[config.mk]
export PLATFORM = sky130hd
export DESIGN_NAME = sfm_cursor
export DESIGN_NICKNAME = d
export VERILOG_FILES = /design/src/rtl/core/assert_macros.svh /design/src/rtl/core/sfm_pkg.sv /design/src/rtl/core/sfm_cursor.sv
export SDC_FILE = /design/constraint.sdc
export NUM_CORES = 1
export LEC_CHECK = 0
export BUFFER_PORTS_ARGS = -buffer_cell sky130_fd_sc_hd__buf_2
export CAP_MARGIN = 20
export CORE_ASPECT_RATIO = 0.9
export CORE_MARGIN = 8
export CORE_UTILIZATION = 35
export CTS_BUF_LIST = sky130_fd_sc_hd__clkbuf_16
export CTS_CLUSTER_DIAMETER = 40
export CTS_CLUSTER_SIZE = 16
export DETAILED_ROUTE_END_ITERATION = 8
export PLACE_DENSITY = 0.51
export SLEW_MARGIN = 15
export SYNTH_ARGS = -nofsm -noshare
export SYNTH_HDL_FRONTEND = slang
export SYNTH_SLANG_ARGS = --single-unit
[constraint.sdc]
create_clock -name clock -period 6.8 [get_ports clock]
set_input_delay 0.34 -clock clock [delete_from_list [all_inputs] [get_ports clock]]
set_output_delay 0.34 -clock clock [all_outputs]
set_load 0.01 [all_outputs]
[src/rtl/core/assert_macros.svh]
// ----------------------------------------------------------------------------
// Assertion macros
// Shared concurrent assertion forms for the spiral fill matrix RTL.
// ----------------------------------------------------------------------------
`ifndef ASSERT_MACROS_SVH
`define ASSERT_MACROS_SVH
`ifndef SYNTH
`define SFM_ASSERT_IMPL(lbl, clk, rst, ante, cons, msg) \
   lbl: assert property (@(posedge clk) disable iff (rst) (ante) |-> (cons)) else $error(msg);
`define SFM_ASSERT_NEXT(lbl, clk, rst, ante, cons, msg) \
   lbl: assert property (@(posedge clk) disable iff (rst) (ante) |=> (cons)) else $error(msg);
`else
`define SFM_ASSERT_IMPL(lbl, clk, rst, ante, cons, msg)
`define SFM_ASSERT_NEXT(lbl, clk, rst, ante, cons, msg)
`endif
`endif

[src/rtl/core/sfm_pkg.sv]
// ----------------------------------------------------------------------------
// Spiral fill matrix package
// Field widths, request and register codes, and shared types.
// ----------------------------------------------------------------------------
package sfm_pkg;

   localparam int DATA_W      = 32;
   localparam int IDX_W       = 6;
   localparam int REQ_W       = 2;
   localparam int SIZE_W      = 7;
   localparam int SIZE_CMP_W  = 9;
   localparam int CSR_INDEX_W = 2;
   localparam int EPOCH_W     = 3;

   localparam int MAX_ROWS_DEFAULT = 64;
   localparam int MAX_COLS_DEFAULT = 64;

   localparam logic [SIZE_W-1:0] SIZE_RESET = 7'd64;

   localparam logic [REQ_W-1:0] REQ_PUSH  = 2'd0;
   localparam logic [REQ_W-1:0] REQ_READ  = 2'd1;
   localparam logic [REQ_W-1:0] REQ_CLEAR = 2'd2;

   localparam logic [CSR_INDEX_W-1:0] CSR_ROW_COUNT = 2'd0;
   localparam logic [CSR_INDEX_W-1:0] CSR_COL_COUNT = 2'd1;

   localparam logic [1:0] HEAD_RIGHT = 2'd0;
   localparam logic [1:0] HEAD_DOWN  = 2'd1;
   localparam logic [1:0] HEAD_LEFT  = 2'd2;
   localparam logic [1:0] HEAD_UP    = 2'd3;

   localparam logic [EPOCH_W-1:0] EPOCH_NONE  = '0;
   localparam logic [EPOCH_W-1:0] EPOCH_FIRST = 3'd1;
   localparam logic [EPOCH_W-1:0] EPOCH_LAST  = '1;

   localparam logic signed [DATA_W-1:0] DATA_UNWRITTEN = -32'sd1;

   typedef struct packed {
      logic restart;
      logic advance;
   } sfm_cur_ctl_type;

endpackage

[src/rtl/core/sfm_cursor.sv]
// ----------------------------------------------------------------------------
// Spiral cursor
// Holds the four bounds, the cursor and the heading of the clockwise fill.
// ----------------------------------------------------------------------------
module sfm_cursor #(
   parameter int MAX_ROWS = sfm_pkg::MAX_ROWS_DEFAULT,
   parameter int MAX_COLS = sfm_pkg::MAX_COLS_DEFAULT,
   parameter int ROW_W    = (MAX_ROWS > 1) ? $clog2(MAX_ROWS) : 1,
   parameter int COL_W    = (MAX_COLS > 1) ? $clog2(MAX_COLS) : 1
) (
   input  logic                          clock,
   input  logic                          reset,
   input  sfm_pkg::sfm_cur_ctl_type      ctl,
   input  logic [sfm_pkg::SIZE_W-1:0]    row_count,
   input  logic [sfm_pkg::SIZE_W-1:0]    col_count,
   output logic [ROW_W-1:0]              cursor_row,
   output logic [COL_W-1:0]              cursor_col,
   output logic                          filled
);
   import sfm_pkg::*;

   localparam int ROWS_RESET = (64 > MAX_ROWS) ? MAX_ROWS : 64;
   localparam int COLS_RESET = (64 > MAX_COLS) ? MAX_COLS : 64;

   logic [ROW_W-1:0] rows_m1;
   logic [COL_W-1:0] cols_m1;

   logic [ROW_W-1:0] top_ff, top_in, bottom_ff, bottom_in, row_ff, row_in;
   logic [COL_W-1:0] left_ff, left_in, right_ff, right_in, col_ff, col_in;
   logic [1:0]       heading_ff, heading_in;
   logic             filled_ff, filled_in;

   always_comb begin
      if (row_count == '0) begin
         rows_m1 = '0;
      end else if (SIZE_CMP_W'(row_count) > SIZE_CMP_W'(MAX_ROWS)) begin
         rows_m1 = ROW_W'(MAX_ROWS - 1);
      end else begin
         rows_m1 = ROW_W'(row_count - 1'b1);
      end
      if (col_count == '0) begin
         cols_m1 = '0;
      end else if (SIZE_CMP_W'(col_count) > SIZE_CMP_W'(MAX_COLS)) begin
         cols_m1 = COL_W'(MAX_COLS - 1);
      end else begin
         cols_m1 = COL_W'(col_count - 1'b1);
      end
   end

   always_comb begin
      top_in     = top_ff;
      bottom_in  = bottom_ff;
      left_in    = left_ff;
      right_in   = right_ff;
      row_in     = row_ff;
      col_in     = col_ff;
      heading_in = heading_ff;
      filled_in  = filled_ff;
      if (ctl.restart) begin
         top_in     = '0;
         bottom_in  = rows_m1;
         left_in    = '0;
         right_in   = cols_m1;
         row_in     = '0;
         col_in     = '0;
         heading_in = HEAD_RIGHT;
         filled_in  = 1'b0;
      end else if (ctl.advance) begin
         case (heading_ff)
            HEAD_RIGHT: begin
               if (col_ff < right_ff) begin
                  col_in = col_ff + 1'b1;
               end else if (top_ff >= bottom_ff) begin
                  filled_in = 1'b1;
               end else begin
                  top_in     = top_ff + 1'b1;
                  heading_in = HEAD_DOWN;
                  row_in     = row_ff + 1'b1;
               end
            end
            HEAD_DOWN: begin
               if (row_ff < bottom_ff) begin
                  row_in = row_ff + 1'b1;
               end else if (right_ff <= left_ff) begin
                  filled_in = 1'b1;
               end else begin
                  right_in   = right_ff - 1'b1;
                  heading_in = HEAD_LEFT;
                  col_in     = col_ff - 1'b1;
               end
            end
            HEAD_LEFT: begin
               if (col_ff > left_ff) begin
                  col_in = col_ff - 1'b1;
               end else if (bottom_ff <= top_ff) begin
                  filled_in = 1'b1;
               end else begin
                  bottom_in  = bottom_ff - 1'b1;
                  heading_in = HEAD_UP;
                  row_in     = row_ff - 1'b1;
               end
            end
            default: begin
               if (row_ff > top_ff) begin
                  row_in = row_ff - 1'b1;
               end else if (left_ff >= right_ff) begin
                  filled_in = 1'b1;
               end else begin
                  left_in    = left_ff + 1'b1;
                  heading_in = HEAD_RIGHT;
                  col_in     = col_ff + 1'b1;
               end
            end
         endcase
      end
   end

   always_ff @(posedge clock) begin
      if (reset) begin
         top_ff     <= '0;
         bottom_ff  <= ROW_W'(ROWS_RESET - 1);
         left_ff    <= '0;
         right_ff   <= COL_W'(COLS_RESET - 1);
         row_ff     <= '0;
         col_ff     <= '0;
         heading_ff <= HEAD_RIGHT;
         filled_ff  <= 1'b0;
      end else begin
         top_ff     <= top_in;
         bottom_ff  <= bottom_in;
         left_ff    <= left_in;
         right_ff   <= right_in;
         row_ff     <= row_in;
         col_ff     <= col_in;
         heading_ff <= heading_in;
         filled_ff  <= filled_in;
      end
   end

   assign cursor_row = row_ff;
   assign cursor_col = col_ff;
   assign filled     = filled_ff;

endmodule

==> results of run 1 <==
==> metal layers <==
layer | GRT usage | up-vias
met4 | 0.0361 | 0
li1 | - | 1632
met3 | 0.0236 | 5
met1 | 0.194 | 1457
met5 | 0 | -
met2 | 0.216 | 45
==> worst max-delay path, stage by stage (launching register included) <==
cell and delay [ps]:
dfxtp_1 390, inv_1 80, ha_1 340, or2_2 420, inv_1 150, ha_1 250, a21o_1 170, a21o_1 200
a2111oi_0 390, a311oi_1 110, nor4_2 170, mux2i_1 200
==> cell type report <==
type                            instances  area (um^2)  share of cell area
Inverter                               42          158              0.0392
Tap cell                              129          161              0.0402
Clock buffer                            5          125              0.0311
Clock inverter                          3         38.8             0.00965
Multi-Input combinational cell        336         2600               0.646
Sequential cell                        39          781               0.194
Timing Repair Buffer                   31          158              0.0392
==> power breakdown <==
part           leakage, nW  total, mW  switching (mW)  internal (mW)
sequential           0.317      0.238         0.00452          0.233
combinational         1.41     0.0663          0.0404         0.0259
clock               0.0812      0.272           0.101          0.171
==> Yosys cell counts (all sizes together) (6+ instances only) <==
library cell / instances / area [um^2]
nor2: 24 / 97.6
nand4: 18 / 128
inv: 42 / 158
xnor2: 20 / 175
nand3: 13 / 77.6
buf: 6 / 43.8
nor3: 10 / 50.1
ha: 54 / 676
o21ai: 23 / 119
maj3: 7 / 70.1
dfxtp: 39 / 781
a21oi: 41 / 205
o31ai: 9 / 81.3
or2: 6 / 37.5
a21o: 11 / 82.6
nand2: 18 / 67.6
==> registers in the layout (all words and copies together), names as in the netlist <==
register / cells
top_ff: 6
cursor_col: 6
heading_ff: 2
filled: 1
right_ff: 6
left_ff: 6
cursor_row: 6
bottom_ff: 6
==> through the flow <==
stage	power, mW	hold slack [ps]	setup slack, ps	cells
final	0.576	404	3850	585
after global placement	0.308	467	3930	577
after global routing	0.598	435	3630	585
after CTS	0.581	399	3820	585
after floorplan	0.288	452	3990	428
after detailed placement	0.309	478	3840	577
==> how the worst min path moves through the flow <==
stage | start | to | slack, ps | cells after the start
global route | reset | bottom_ff[4] | 440 | 3
finish | reset | right_ff[0] | 400 | 3
CTS | reset | right_ff[0] | 400 | 3
detailed placement | top_ff[5] | top_ff[5] | 480 | 2
global placement | top_ff[5] | top_ff[5] | 470 | 2
floorplan | top_ff[5] | top_ff[5] | 450 | 2
==> cell families (layout without fill, tap and decap cells) <==
group / count (synthesis) / count (layout) / share of synthesized area
adder cells (fa/ha/maj): 63 / 63 / 0.218
XOR/XNOR: 25 / 25 / 0.0607
AO/OA/AOI/OAI: 124 / 124 / 0.237
flip-flops: 39 / 39 / 0.217
AND/OR/NAND/NOR: 118 / 118 / 0.187
buffers and inverters: 53 / 81 / 0.0628
multiplexers: 6 / 6 / 0.0177
==> qor.txt, run 1 <==
Status - complete, no violations
Critical path endpoint - cursor_row[5]
Post-synth EDFFs - 0
Minimum clock period - 2950 ps
Detailed-route DRC error count - 0
Post-route ant nets - 0
Top Ports - 31
DR WL/cell - 15.7 um
Routed WL - 9160 um
Met1 Routed Length - 4770 um
Via count - 3139
Synth cell types - 70
Most frequent cells in the layout - ha_1, inv_1, a21oi_1
Post-synth net total - 502
Initial antenna violation count - 0
Die H - 112 um
Gr usage total - 0.139
R2R Path Start - heading_ff[1]
Flip-flop and latch count after synthesis - 39
WP data arrival - 3170 ps
PD cells - 143 nW/um^2
RSZ-0062 raised after global routing - false
Via-to-Cell Ratio - 5.37
Pre-antenna DRT Iters - 4
Congestion Overflow GR - 0
Commonest non-fill, non-tap cell in the layout - ha_1
Max-Cap Viols - 0
Fill cell count - 1029
H-tree depth - 2
Slew headroom - 0.550
R2r endpoint - cursor_row[5]
CP Data Required Time - 7020 ps
Vias in the first global route - 3144
CTS Hold Bufs - 0
Synth Flop Type - dfxtp_1
Max VDD drop - 0.0797 mV
Clock Path Buffers - 2
Slew @ Worst Pin - 675 ps
Worst-Skew Late Latency - 290 ps
Post-route design area - 4020 um^2
Layout area overhead - 11.5%
Initial Utilization - 0.356
Die area - 13800 um^2
Chip Width - 123 um
WL met2 - 4030 um
Clock skew - 3.06 ps
Synthesis Warnings - 0
Crit path from - heading_ff[1]
Worst-path fanout max - 10
Clock-pin transition on the worst setup and hold timing paths - 60 ps
Largest net degree at the start of global routing - 27
Post-synth ARST share - 0
Worst min-delay path class - primary input to flop
Gp weighted congestion - 0.761
Hold Violations, Final - 0
Diode count - 0
Port Buffer Count - 30
Max Slew Vio Count - 0
First-iteration detailed-routing DRC count - 150
CTS tree - built
Top sig layer - met4
Setup CP Type - flop to flop
Post-CTS setup buffers - 0
Post-synthesis sequential area ratio - 0.217
Cells after Synth - 428
# rows - 35
R2R cell count - 11
Final Setup Violations - 0
Setup TNS - 0 ps
Cell Area, Synth - 3600 um^2
Nets - 529
CTS root buf - clkbuf_16
Clock sink count - 39
First-pass GRT wire length - 15700 um
HPWL reported at the end of detailed placement - 7240 um
Final Util - 0.397
Fraction of layout cells with a size suffix above 1 - 0.140
Share of the clock period used by the worst path - 0.434
CP endpoint kind - flop
CTS Buf Count - 5
Max Fclk - 0.339 GHz
DR WL met3 - 264 um
Reg2reg setup slack - 3850 ps
Syn Area/Cell - 8.42 um^2
Lkg Pwr - 1.81 nW
Post-cts repair resize count - 0
Crit start category - flop
Core box area - 10100 um^2
Post-Place Cell Area - 3850 um^2
No activity file was read; power rests on OpenSTA's default activity.
==> run 2: changes to the inputs <==
PLACE_DENSITY = 0.52   (was 0.51)
clock period = 2.7 ns   (was 6.8 ns; I/O delays follow)
==> run 2 against run 1 <==
Net effect:
- clock-buffer cell count unchanged
- critical endpoint unchanged
- register-to-register slack got worse by 3600 ps
- worst hold slack got worse by 220 ps
- combinational power grew to 2.5 times the previous value
- non-clock buffer count is 11 higher
- total power rose to 2.5 times the previous value
- clock skew up 2.6 ps
- sequential share of layout area decreased by 0.39 points
- core utilization grew 0.95 points
- critical path depth unchanged
==> qor.txt, run 2 (same netlist as run 1, synthesis figures left out) <==
Core box area - 10100 um^2 (unchanged)
Worst Hold End - right_ff[5]
Die area - 13800 um^2 (unchanged)
Congestion Overflow GR - 0 (unchanged)
Hold Path Depth - 3 (unchanged)
Die H - 112 um (unchanged)
Status - complete, no violations
Nets - 540 (+2.1%)
Worst-path fanout max - 4 (-6)
Clock-pin transition on the worst setup and hold timing paths - 60 ps (about the same)
Via count - 3182 (+1.4%)
CTS Hold Bufs - 0 (unchanged)
Slew @ Worst Pin - 701 ps (+26.3 ps)
PD cells - 353 nW/um^2 (+150%)
First-iteration detailed-routing DRC count - 145 (-3.3%)
Fin cells - 596 (+1.9%)
Detailed-route DRC error count - 0 (unchanged)
Fraction of layout cells with a size suffix above 1 - 0.171 (+0.0310)
Via-to-Cell Ratio - 5.34 (-0.50%)
Area of the multi-input gates - 2600 um^2 (+0.24%)
WP data arrival - 2640 ps (-530 ps)
HPWL reported at the end of detailed placement - 7240 um (about the same)
Gp weighted congestion - 0.797 (+4.7%)
CTS Buf Count - 5 (unchanged)
RSZ-0062 raised after global routing - false
DR WL/cell - 15.2 um (-2.7%)
Max Fclk - 0.404 GHz (+19%)
First-pass GRT wire length - 15400 um (-2.0%)
Placed insts - 588 (+1.9%)
Port Buffer Count - 30 (unchanged)
HP Start - reset
Clock Path Buffers - 2 (unchanged)
Top Ports - 31 (unchanged)
Post-route design area - 4120 um^2 (+2.4%)
Hold Violations, Final - 0 (unchanged)
Final Util - 0.407 (+0.00952)
CTS tree - built
Largest net degree at the start of global routing - 27 (unchanged)
Most frequent cells in the layout - ha_1, inv_1, a21oi_1
Busiest grt layer - met2
Fill cell count - 1034 (+0.49%)
Worst-Skew Late Latency - 290 ps (about the same)
Post-route ant nets - 0 (unchanged)
GR Util met3 - 0.0201 (-0.00351)
M1 GR Usage - 0.183 (-0.0118)
GR Layer Usage met2 - 0.219 (+0.00362)
Final Setup Violations - 0 (unchanged)
Initial Utilization - 0.356 (unchanged)
Crit start category - flop
Post-Place Cell Area - 3950 um^2 (+2.4%)
Vias in the first global route - 3219 (+2.4%)
Commonest non-fill, non-tap cell in the layout - ha_1
Pre-antenna DRT Iters - 4 (unchanged)
Setup CP Type - flop to flop
Diode count - 0 (unchanged)
Gr usage total - 0.135 (-0.00413)
Slew headroom - 0.532 (-0.0175)
Routed WL - 9080 um (-0.91%)
Max-Cap Viols - 0 (unchanged)
Share of the clock period used by the worst path - 0.916 (+0.482)
H-tree depth - 2 (unchanged)
R2R Path Start - heading_ff[0]
Reg2reg setup slack - 230 ps (-3620 ps)
CP endpoint kind - flop
R2r endpoint - cursor_row[5]
Max VDD drop - 0.225 mV (+180%)
Minimum clock period - 2470 ps (-480 ps)
Clock skew - 5.66 ps (+2.60 ps)
Post-cts repair resize count - 0 (unchanged)
Chip Width - 123 um (unchanged)
CTS root buf - clkbuf_16
Initial antenna violation count - 0 (unchanged)
CP Data Required Time - 2870 ps (-4150 ps)
Max Slew Vio Count - 0 (unchanged)
Layout area overhead - 14.2%
Worst min-delay path class - primary input to flop
R2R cell count - 11 (unchanged)
Clock sink count - 39 (unchanged)
Lkg Pwr - 1.87 nW (+3.2%)
Register area - 783 um^2 (+0.32%)
Setup TNS - 0 ps (unchanged)
# rows - 35 (unchanged)
## run 2: cell count changes in the layout (fill, tap and decap cells not counted), sizes merged
cell and change:
buf +11
## run 2: timing repair
item	in CTS	in global routing
setup endpoints to repair	0	1
endpoints found under the hold margin	0	0
buffers inserted	0	0
## run 2: worst max path at each step
stage                   from       endpoint  slack [ps]  depth (start not counted)
2_1_floorplan  heading_ff[0]  cursor_row[5]          50                         13
3_3_place_gp   heading_ff[0]  cursor_row[5]         250                         11
3_5_place_dp   heading_ff[0]  cursor_row[5]         150                         11
4_1_cts        heading_ff[0]  cursor_row[5]         160                         11
5_1_grt        heading_ff[0]  cursor_row[5]          40                         11
6_report       heading_ff[0]  cursor_row[5]         230                         11
## run 2: area by class of cell
type | instances | share of cell area
repair buffers | 42 | 0.0584
clock buffers | 5 | 0.0304
clock inverters | 3 | 0.0106
flip-flops and latches | 39 | 0.190
inverters | 42 | 0.0383
multi-input cells | 336 | 0.633
well taps | 129 | 0.0392
## run 2: where the power goes
| group | leakage, nW | switching [mW] | internal [mW] |
|---|---|---|---|
| Clock | 0.0838 | 0.253 | 0.436 |
| Sequential | 0.318 | 0.0116 | 0.587 |
| Combinational | 1.47 | 0.0999 | 0.0662 |
| Total | 1.87 | 0.364 | 1.09 |
## run 2: per-layer routing
| layer | vias up | share of wire |
|---|---|---|
| met3 | 6 | 0.043 |
| met1 | 1457 | 0.50 |
| met2 | 58 | 0.44 |
| met5 | - | 0 |
| met4 | 0 | 0.0090 |
| li1 | 1661 | - |
## run 2: critical path, stage by stage (launching register included)
cell and delay, ps:
dfxtp_2 350, inv_1 60, ha_1 210, or2_2 320, inv_2 100, ha_1 230
a21o_1 180, a21o_1 190, a21o_1 190, a311oi_1 340, nor4_2 70, mux2i_1 130
## run 2: per-stage QoR
stage                     power (mW)  hold slack [ps]  setup WS [ps]
after floorplan                0.725              317           45.7
after global placement         0.776              471            248
after detailed placement       0.778              475            150
after CTS                       1.47              182            157
after global routing            1.52              209           42.9
final                           1.45              187            228
